## src/rtl/skf_pkg.sv

```systemverilog
// ----------------------------------------------------------------------------
// skf_pkg
// Types and constants shared by the scalar Kalman filter modules.
// ----------------------------------------------------------------------------
`default_nettype none

package skf_pkg;

  // Fixed-point format of estimate, measurement and variances.
  localparam int unsigned FRAC_BITS = 16;
  // The gain is always Q1.16.
  localparam int unsigned GAIN_BITS = 16;
  localparam int unsigned GAIN_W    = GAIN_BITS + 1;

  localparam int unsigned DATA_W    = 32;
  localparam int unsigned CFG_IDX_W = 2;

  // One quotient bit per divider step; the gain never exceeds 1.0.
  localparam int unsigned DIV_STEPS = GAIN_W;
  localparam int unsigned DIV_CNT_W = $clog2(DIV_STEPS);

  localparam logic [CFG_IDX_W-1:0] REG_PROCESS_NOISE     = 2'd0;
  localparam logic [CFG_IDX_W-1:0] REG_MEASUREMENT_NOISE = 2'd1;

  localparam logic [DATA_W-1:0] Q_RESET = DATA_W'((64'd1 << FRAC_BITS) / 64'd100);
  localparam logic [DATA_W-1:0] R_RESET = DATA_W'(64'd1 << FRAC_BITS);

  localparam logic [GAIN_W-1:0] GAIN_ONE = GAIN_W'(1 << GAIN_BITS);

  // Commands from the controller to the datapath.
  typedef struct packed {
    logic ld_in;     // capture measurement, form predicted covariance
    logic div_init;  // load divisor and first partial remainder
    logic div_step;  // one restoring division step
    logic ld_mul;    // register both products
    logic ld_out;    // update state and load the result register
  } skf_cmd_t;

endpackage

`default_nettype wire

```

## src/rtl/skf_ctrl.sv

```systemverilog
// ----------------------------------------------------------------------------
// skf_ctrl
// Sequencer for one filter update: predict, divide, multiply, write back.
// ----------------------------------------------------------------------------
`default_nettype none

module skf_ctrl (
  input  wire logic              clk_i,
  input  wire logic              rst_ni,
  input  wire logic              in_valid_i,
  output logic                   in_ready_o,
  output logic                   out_valid_o,
  input  wire logic              out_ready_i,
  output skf_pkg::skf_cmd_t      cmd_o
);

  typedef enum logic [2:0] {
    ST_IDLE,
    ST_INIT,
    ST_DIV,
    ST_MUL,
    ST_FIN
  } state_e;

  state_e                          state_q;
  logic [skf_pkg::DIV_CNT_W-1:0]   cnt_q;
  logic                            out_valid_q;
  logic                            out_free;

  assign out_free   = !out_valid_q || out_ready_i;
  assign in_ready_o = (state_q == ST_IDLE);
  assign out_valid_o = out_valid_q;

  always_comb begin
    cmd_o          = '0;
    cmd_o.ld_in    = (state_q == ST_IDLE) && in_valid_i;
    cmd_o.div_init = (state_q == ST_INIT);
    cmd_o.div_step = (state_q == ST_DIV);
    cmd_o.ld_mul   = (state_q == ST_MUL);
    cmd_o.ld_out   = (state_q == ST_FIN) && out_free;
  end

  always_ff @(posedge clk_i or negedge rst_ni) begin
    if (!rst_ni) begin
      state_q     <= ST_IDLE;
      cnt_q       <= '0;
      out_valid_q <= 1'b0;
    end else begin
      // The result register keeps its item until the receiver takes it.
      if ((state_q == ST_FIN) && out_free) begin
        out_valid_q <= 1'b1;
      end else if (out_ready_i) begin
        out_valid_q <= 1'b0;
      end

      case (state_q)
        ST_IDLE: begin
          if (in_valid_i) begin
            state_q <= ST_INIT;
          end
        end
        ST_INIT: begin
          cnt_q   <= '0;
          state_q <= ST_DIV;
        end
        ST_DIV: begin
          if (cnt_q == skf_pkg::DIV_CNT_W'(skf_pkg::DIV_STEPS - 1)) begin
            state_q <= ST_MUL;
          end else begin
            cnt_q <= cnt_q + 1'b1;
          end
        end
        ST_MUL: begin
          state_q <= ST_FIN;
        end
        ST_FIN: begin
          if (out_free) begin
            state_q <= ST_IDLE;
          end
        end
        default: begin
          state_q <= ST_IDLE;
        end
      endcase
    end
  end

endmodule

`default_nettype wire

```

## src/rtl/skf_datapath.sv

```systemverilog
// ----------------------------------------------------------------------------
// skf_datapath
// Filter state, noise registers, serial gain divider and the two multipliers.
// ----------------------------------------------------------------------------
`default_nettype none

module skf_datapath (
  input  wire logic                                 clk_i,
  input  wire logic                                 rst_ni,
  input  wire skf_pkg::skf_cmd_t                    cmd_i,
  input  wire logic                                 cfg_we_i,
  input  wire logic [skf_pkg::CFG_IDX_W-1:0]        cfg_index_i,
  input  wire logic [skf_pkg::DATA_W-1:0]           cfg_data_i,
  input  wire logic signed [skf_pkg::DATA_W-1:0]    measurement_i,
  output logic signed [skf_pkg::DATA_W-1:0]         estimate_o,
  output logic [skf_pkg::GAIN_W-1:0]                kalman_gain_o
);

  localparam int unsigned DW  = skf_pkg::DATA_W;
  localparam int unsigned GW  = skf_pkg::GAIN_W;
  localparam int unsigned GB  = skf_pkg::GAIN_BITS;
  localparam int unsigned PXW = GW + 1 + DW + 1;   // signed gain x innovation
  localparam int unsigned PPW = GW + DW;

  // Noise registers and filter state.
  logic [DW-1:0]        q_q, r_q;
  logic signed [DW-1:0] x_q;
  logic [DW-1:0]        p_q;

  // Per-item working registers.
  logic signed [DW-1:0] z_q;
  logic [DW-1:0]        pp_q;
  logic [DW:0]          div_q;
  logic [DW:0]          rem_q;
  logic [GW-1:0]        dvd_q;
  logic [GW-1:0]        quo_q;
  logic signed [PXW-1:0] prod_x_q;
  logic [PPW-1:0]       prod_p_q;
  logic [GW-1:0]        gain_q;

  logic signed [DW-1:0] est_q;
  logic [GW-1:0]        gain_out_q;

  logic [DW:0]            pred_sum;
  logic [DW-1:0]          pred_sat;
  logic [DW+1:0]          trial;
  logic                   trial_ge;
  logic [GW-1:0]          gain_w;
  logic signed [DW:0]     innov;
  logic signed [GW:0]     gain_s;
  logic signed [DW+2:0]   delta;
  logic signed [DW+3:0]   x_sum;
  logic signed [DW-1:0]   x_new;

  // Predicted covariance saturates at the top of the unsigned range.
  assign pred_sum = {1'b0, p_q} + {1'b0, q_q};
  assign pred_sat = pred_sum[DW] ? '1 : pred_sum[DW-1:0];

  // Restoring division of pp * 2^16 by pp + r, one quotient bit per step.
  assign trial    = {rem_q, dvd_q[GW-1]};
  assign trial_ge = (trial >= {1'b0, div_q});

  // A zero divisor means pp is zero too; the gain is then defined as zero.
  assign gain_w = (div_q == '0) ? '0 : quo_q;

  assign innov  = (DW+1)'(z_q) - (DW+1)'(x_q);
  assign gain_s = {1'b0, gain_w};

  // Arithmetic shift of the product is the floor of the division by 2^16.
  assign delta = prod_x_q[PXW-1:GB];
  assign x_sum = (DW+4)'(x_q) + (DW+4)'(delta);

  always_comb begin
    if (x_sum > (DW+4)'(signed'({1'b0, {(DW-1){1'b1}}}))) begin
      x_new = {1'b0, {(DW-1){1'b1}}};
    end else if (x_sum < -(DW+4)'(signed'({1'b0, 1'b1, {(DW-1){1'b0}}}))) begin
      x_new = {1'b1, {(DW-1){1'b0}}};
    end else begin
      x_new = x_sum[DW-1:0];
    end
  end

  always_ff @(posedge clk_i or negedge rst_ni) begin
    if (!rst_ni) begin
      q_q <= skf_pkg::Q_RESET;
      r_q <= skf_pkg::R_RESET;
      x_q <= '0;
      p_q <= '0;
    end else begin
      if (cfg_we_i) begin
        case (cfg_index_i)
          skf_pkg::REG_PROCESS_NOISE:     q_q <= cfg_data_i;
          skf_pkg::REG_MEASUREMENT_NOISE: r_q <= cfg_data_i;
          default: ;
        endcase
      end
      if (cmd_i.ld_out) begin
        x_q <= x_new;
        p_q <= prod_p_q[GB+DW-1:GB];
      end
    end
  end

  always_ff @(posedge clk_i) begin
    if (cmd_i.ld_in) begin
      z_q  <= measurement_i;
      pp_q <= pred_sat;
    end
    if (cmd_i.div_init) begin
      div_q <= {1'b0, pp_q} + {1'b0, r_q};
      // The top bits of the dividend are pp >> 1, already below the divisor.
      rem_q <= {2'b00, pp_q[DW-1:1]};
      dvd_q <= {pp_q[0], {(GW-1){1'b0}}};
      quo_q <= '0;
    end
    if (cmd_i.div_step) begin
      rem_q <= trial_ge ? (DW+1)'(trial - {1'b0, div_q}) : trial[DW:0];
      dvd_q <= {dvd_q[GW-2:0], 1'b0};
      quo_q <= {quo_q[GW-2:0], trial_ge};
    end
    if (cmd_i.ld_mul) begin
      prod_x_q <= PXW'(gain_s * innov);
      prod_p_q <= PPW'((skf_pkg::GAIN_ONE - gain_w) * pp_q);
      gain_q   <= gain_w;
    end
    if (cmd_i.ld_out) begin
      est_q      <= x_new;
      gain_out_q <= gain_q;
    end
  end

  assign estimate_o    = est_q;
  assign kalman_gain_o = gain_out_q;

endmodule

`default_nettype wire

```

## src/rtl/scalar_kalman_filter_core.sv

```systemverilog
// ----------------------------------------------------------------------------
// scalar_kalman_filter_core
// One-dimensional Kalman filter with unit state transition and observation.
// ----------------------------------------------------------------------------
// Usage:
//   Measurements enter on the in_valid_i / in_ready_o channel, one item per
//   handshake, as signed Q16.16 on measurement_i. Each item yields one result
//   item on out_valid_o / out_ready_i: the new estimate (signed Q16.16,
//   saturated) and the gain used (Q1.16, 65536 is 1.0).
//   The noise variances q and r are written through cfg_valid_i with
//   cfg_index_i 0 and 1; other indexes are ignored. cfg_ready_o is always
//   high. Write them only while no item is in flight.
//   One item is processed at a time: the next item is accepted only once the
//   previous one has passed the 17-step serial gain divider and has been
//   written back to the result register.
//   The result register holds one finished item. If the receiver stalls, the
//   next item is still accepted and computed, then waits in its last step
//   until the register frees up.
//   Reset sets q to 0.01, r to 1.0, and clears estimate and covariance.
// ----------------------------------------------------------------------------
`default_nettype none

module scalar_kalman_filter_core (
  input  wire logic                                 clk_i,
  input  wire logic                                 rst_ni,
  input  wire logic                                 in_valid_i,
  output logic                                      in_ready_o,
  input  wire logic signed [skf_pkg::DATA_W-1:0]    measurement_i,
  output logic                                      out_valid_o,
  input  wire logic                                 out_ready_i,
  output logic signed [skf_pkg::DATA_W-1:0]         estimate_o,
  output logic [skf_pkg::GAIN_W-1:0]                kalman_gain_o,
  input  wire logic                                 cfg_valid_i,
  output logic                                      cfg_ready_o,
  input  wire logic [skf_pkg::CFG_IDX_W-1:0]        cfg_index_i,
  input  wire logic [skf_pkg::DATA_W-1:0]           cfg_data_i
);

  skf_pkg::skf_cmd_t cmd;

  assign cfg_ready_o = 1'b1;

  skf_ctrl u_ctrl (
    .clk_i       (clk_i),
    .rst_ni      (rst_ni),
    .in_valid_i  (in_valid_i),
    .in_ready_o  (in_ready_o),
    .out_valid_o (out_valid_o),
    .out_ready_i (out_ready_i),
    .cmd_o       (cmd)
  );

  skf_datapath u_datapath (
    .clk_i         (clk_i),
    .rst_ni        (rst_ni),
    .cmd_i         (cmd),
    .cfg_we_i      (cfg_valid_i),
    .cfg_index_i   (cfg_index_i),
    .cfg_data_i    (cfg_data_i),
    .measurement_i (measurement_i),
    .estimate_o    (estimate_o),
    .kalman_gain_o (kalman_gain_o)
  );

endmodule

`default_nettype wire

```

## config.mk

```make
export PLATFORM = sky130hd
export DESIGN_NAME = scalar_kalman_filter_core
export DESIGN_NICKNAME = d
export VERILOG_FILES = /design/src/rtl/skf_pkg.sv /design/src/rtl/skf_ctrl.sv /design/src/rtl/skf_datapath.sv /design/src/rtl/scalar_kalman_filter_core.sv
export SDC_FILE = /design/constraint.sdc
export NUM_CORES = 2
export LEC_CHECK = 0
export ABC_AREA = 1
export BUFFER_PORTS_ARGS = -buffer_cell sky130_fd_sc_hd__buf_4
export CORE_MARGIN = 2
export CORE_UTILIZATION = 60
export DETAILED_ROUTE_END_ITERATION = 6
export GPL_TIMING_DRIVEN = 0
export MAX_ROUTING_LAYER = met4
export PLACE_DENSITY_LB_ADDON = 0.2
export SLEW_MARGIN = 20
export SYNTH_ARGS = -nofsm -noshare
export SYNTH_HDL_FRONTEND = slang
export SYNTH_SLANG_ARGS = --single-unit
```

## constraint.sdc

```tcl
create_clock -name clk_i -period 13.35 [get_ports clk_i]
set_input_delay 2.67 -clock clk_i [delete_from_list [all_inputs] [get_ports clk_i]]
set_output_delay 2.67 -clock clk_i [all_outputs]
set_load 0.02 [all_outputs]
```

## Yosys cells after proc, flatten, opt, wreduce, memory -nomap -nowiden

Cells that the tools add are included.

- Register bits after elaboration: 450

- $add $sub $neg: 7
- $mul: 2
- Magnitude comparators: 3
- Eq/ne operators: 10
- Muxes and demuxes: 17
- Reductions and logical operators: 13

Operators with widths:

| cell | count |
|---|---|
| 2-to-1 mux 33 bit | 3 |
| 2-to-1 mux 17 bit | 4 |
| adder 32 x 32 -> 33 bit | 2 |
| 2-to-1 mux 32 bit | 2 |
| multiplier 18 x 33 -> 51 bit | 1 |
| multiplier 49 x 32 -> 48 bit | 1 |
| adder 32 x 35 -> 36 bit | 1 |
| greater-than comparator 36 x 32 -> 1 bit, second input constant | 1 |
| < comparator 36 x 32 -> 1 bit, second input constant | 1 |
| greater-or-equal comparator 34 x 33 -> 1 bit | 1 |
| zero test 33 bit | 1 |
| subtractor 32 x 32 -> 33 bit | 1 |
| subtractor 33 bit | 1 |
| subtractor 17 x 17 -> 18 bit, first input constant | 1 |
| one-hot mux 3 bit (5 select lines) | 1 |
| one-hot mux 5 bit (2 select lines) | 1 |
| 2-to-1 mux 3 bit | 3 |
| equality test 3 x 2 -> 1 bit, second input constant | 2 |
| AND reduction 2 bit | 3 |
| adder 5 x 1 -> 5 bit, second input constant | 1 |
| equality test 5 bit, second input constant | 1 |
| 2-to-1 mux 5 bit | 1 |
| != test 2 x 1 -> 1 bit, second input constant | 2 |
| != test 2 bit, second input constant | 2 |
| 11 further kinds | 14 |

## Longest topological paths before layout

- Depth in word-level cells: 4
- Mapped depth: 50
- Depth with buffers taken out: 47

## Cells and area by module

A second synthesis with hierarchy kept.

- Cells, all modules: 7380
- Area total of the unflattened synthesis: 61587.8 um^2

Modules (own cells, without submodules):

| module | instances | cells each | area an instance (um^2) |
|---|---|---|---|
| skf_datapath | 1 | 7306 | 61052.3 |
| skf_ctrl | 1 | 72 | 524.3 |
| scalar_kalman_filter_core | 1 | 2 | 11.3 |

## Worst setup path before layout

No wires, ideal clock.

- Kind: register -> register
- Start: reg u_datapath.div_q[1]
- End: reg u_datapath.prod_p_q[32], data pin
- Data arrival time: 8.569 ns
- Path slack: 4.529 ns
- Stages on the path, launching flop included: 46
- Path buffers: 3
- Clock period less this slack: 8.821 ns
- Path through: edfxtp_1 inv_2 nand3_1 nor2_1 nand3_1 nor2_2 buf_2 nor2_1 inv_1 clkbuf_1 ha_1 nand2_2 nor2_4 nand2_1 clkinv_1 nand2_2 nor2_4 nand2_2 [10 not listed] inv_1 fa_1 fa_1 inv_1 fa_1 inv_1 ha_1 nand2_1 inv_1 nand2_1 nor3_1 nand3_1 o21ai_1 a21boi_0 o21ai_1 nand2_1 nand3_1 nand2_1

- Cells in the longest elaborated chain, start to end: 4

Ends and longest elaborated chain:

| what | line | source |
|---|---|---|
| start: declaration | skf_datapath.sv:33 | `logic [DW:0] div_q;` |
| start signal: assignment | skf_datapath.sv:110 | `div_q <= {1'b0, pp_q} + {1'b0, r_q};` |
| zero test 33 bit | skf_datapath.sv:64 | `assign gain_w = (div_q == '0) ? '0 : quo_q;` |
| 2-to-1 mux 17 bit | skf_datapath.sv:64 |  |
| subtractor 17 x 17 -> 18 bit | skf_datapath.sv:123 | `prod_p_q <= PPW'((skf_pkg::GAIN_ONE - gain_w) * pp_q);` |
| multiplier 49 x 32 -> 48 bit | skf_datapath.sv:123 |  |
| end signal: assignment | skf_datapath.sv:123 |  |
| end: declaration | skf_datapath.sv:38 | `logic [PPW-1:0] prod_p_q;` |

Every way passes these cells.
A chain may end at the register's enable or synchronous reset.

## Final worst setup path

- Start: reg u_datapath.div_q[31]
- End: reg u_datapath.prod_p_q[44], data pin

Same word-level chain as after synthesis.

==> impl_metrics.json <==
{
  "status": "completed",
  "clk_latency_ps": 660,
  "drt-total-wl_mm": 211.9,
  "root_buffer": "clkbuf_16",
  "slew_viol_final": 0,
  "io_buffers": 121,
  "grt_max_degree": 97,
  "fin_nets": 9690,
  "synth-seq-cells": 418,
  "min_path_type": "flop to flop",
  "critPathArrivalTime_ps": 12390,
  "worstMarginPinSlew_ps": 1247,
  "fin_crit_sh_pct": 89.92,
  "clock_sinks": 418,
  "synthDistinctLibCells": 54,
  "crit_fanout": 11,
  "clockBufferDepth": 3,
  "rsz0062_at_grt": "false",
  "period_minus_slack_ps": 12000,
  "drive_above_1_share_pct": 5.653,
  "critPathSlowestCell": "nor2_2",
  "die_area_um2": 112700,
  "maxSlewHeadroom_pct": 16.56,
  "critical_path_class": "flop to flop",
  "clk_pin_slew_ps": 60,
  "cts_setup_buffers": 0,
  "overflow": 0,
  "cts_hold_buf": 0,
  "row_count": 121,
  "r2r_start": "u_datapath.div_q[31]",
  "gp_congestion": 1.039,
  "crit_path_frequent_cell": "fa_1",
  "cts_resized": 0,
  "io_pins": 123,
  "die_h_um": 335.8,
  "required_ps": 13730,
  "design_area_um2": 70810,
  "cpPeakStageDelay_ps": 760,
  "timing.reg2reg.setup_slack_ps": 1350,
  "grt_pass1_wl_mm": 327.8,
  "tns_ps": 0,
  "ys_seq_area_share_pct": 17.98,
  "drc": 0,
  "vias_per_cell": 5.688,
  "final_antenna_net_count": 0,
  "first_pass_iters": 7,
  "min_from": "u_datapath.gain_q[13]",
  "cts_tree": "done",
  "hold_path_depth": 0,
  "cts_made_buffers": 48,
  "grt.busiest_layer": "met2",
  "grt_pass1_vias": 55990,
  "start_util_pct": 60.59,
  "synthCells": 7832,
  "crit_start": "u_datapath.div_q[31]",
  "dpl-instance-area_um2": 69040,
  "endpoint_kind": "flop",
  "post_drt_wl_per_cell_um": 22.35,
  "synth_area_leaders": "fa_1 (35%), edfxtp_1 (13%), inv_1 (9.5%)",
  "setup_viol": 0,
  "maxCapViolCount": 0,
  "worstSetupStartpointType": "flop",
  "yosysTopAreaCellShare_pct": 35.07,
  "met3_usage_pct": 6.517,
  "die_w_um": 335.8,
  "r2r_cells": 41,
  "dpl.hpwl_mm": 179.2,
  "syn_area_per_cell_um2": 8.433,
  "use_met2_pct": 63.53,
  "num_vias": 53940,
  "htree_levels": 2,
  "synth_top_area_cell": "fa_1",
  "grtUsageTotal_pct": 40.12,
  "flow.area_growth_from_synthesis_pct": 7.212,
  "drt_iter0_drc": 4721,
  "syn-cell-area_um2": 66050,
  "finClkSkew_ps": 40.92,
  "max_freq_mhz": 83.30,
  "syn-num-nets": 9495,
  "met1_usage_pct": 48.11,
  "core_um2": 109000,
  "antenna_found_initial": 2,
  "yosys_warnings": 0,
  "final_hold_viol_count": 0
}
[layer usage]
metal	part of all wire [%]	up-vias	wire, µm
met2	46	2413	98210
met4	8.2	0	17390
met5	0	-	0
met1	37	26610	78740
li1	-	24240	-
met3	8.3	674	17610
[critical path, delay by kind of cell, from the launching register on]
| kind | cells | cell delay (ps) |
|---|---|---|
| compound gates | 7 | 1420 |
| fa+ha+maj | 10 | 4930 |
| buf+inv | 10 | 2150 |
| flops | 1 | 380 |
| simple gates | 14 | 2810 |
[kinds of logic after synthesis]
kind of cell / share of synthesized area [%]
XOR/XNOR: 3.103
adder cells (fa/ha/maj): 43.31
AND/OR/NAND/NOR: 17.95
other: 0.005678
buffers and inverters: 11.05
AO/OA/AOI/OAI: 6.604
flip-flops: 17.98
[through the flow]
stage / hold WS, ps / setup WS [ps] / utilization (%) / instances
2_1_floorplan: 400.3 / 4529 / - / 7832
3_3_place_gp: 401.1 / 1629 / 63.05 / 9367
3_5_place_dp: 404.5 / 1620 / 63.34 / 9391
4_1_cts: 417.6 / 1602 / 64.95 / 9480
5_1_grt: 422.8 / 944.7 / 64.96 / 9482
6_report: 415.7 / 1346 / 64.96 / 9483
[worst paths after layout]
check / to
setup / recovery: u_datapath.prod_p_q[44]
hold / removal: u_datapath.kalman_gain_o[13]
setup reg to reg: u_datapath.prod_p_q[44]
hold reg to reg: u_datapath.kalman_gain_o[13]
max in group asynchronous: u_datapath.q_q[1]
min in group asynchronous: u_datapath.x_q[17]
[cells in the final DEF (no fill, tap or decap), types with 10 or more instances in the layout]
master,count
a211oi_1,10
ha_1,435
o21a_1,14
buf_4,143
nor2_1,879
o21bai_1,37
bufinv_16,10
buf_2,30
xnor2_1,88
nor2_2,40
a21o_1,35
clkinv_1,15
inv_1,1664
fa_1,1156
o21ai_0,276
nor3_1,45
clkbuf_16,50
clkbuf_1,189
dfrtp_1,130
nand3b_1,12
edfxtp_1,281
nor4_1,18
or2_2,104
nand3_1,260
xor2_1,144
nand4_1,35
nand2_1,1467
a21oi_1,321
a31oi_1,40
[cell usage after synthesis, drive strengths merged]
master,number
o21a,14
a21oi,321
a31oi,40
nor2,922
and2,2
o311ai,3
clkinv,11
xnor2,88
o21ai,287
a221oi,7
a21o,35
dfrtp,130
nand3,261
inv,1673
fa,1157
nor3,49
conb,1
o221ai,7
xor2,146
nand2,1477
o31ai,4
nand4,37
a2111oi,2
a31o,1
nand3b,12
nor3b,1
dfstp,7
a211oi,10
a211o,1
o2111ai,2
or2,104
buf,47
clkbuf,186
and3,3
nor4,18
o211ai,7
a21boi,6
o21bai,37
edfxtp,281
ha,435
[registers in the layout, indices dropped and copies added, names as in the netlist]
register,count
u_ctrl.cnt_q,5
u_ctrl.out_valid_o,1
u_ctrl.state_q,3
u_datapath.div_q,33
u_datapath.dvd_q,1
u_datapath.estimate_o,32
u_datapath.gain_q,17
u_datapath.kalman_gain_o,17
u_datapath.p_q,32
u_datapath.pp_q,32
u_datapath.prod_p_q,32
u_datapath.prod_x_q,35
u_datapath.q_q,32
u_datapath.quo_q,17
u_datapath.r_q,32
u_datapath.rem_q,33
u_datapath.x_q,32
u_datapath.z_q,32
[area by class of cell]
cell class                 instances  area [µm²]
multi-input combinational       5497       46920
fill                            9563       38190
sequential                       418       11880
inverter                        1684        6321
tap                             1414        1769
clock buffer                      59        1305
timing repair buffer             145        1172
buffer                           233       987.2
clock inverter                    30       452.9
antenna                            3       7.507
Power is left out: the tool's default activity adds up to more than one toggle a clock period on the data nets, which glitch-free logic cannot reach.
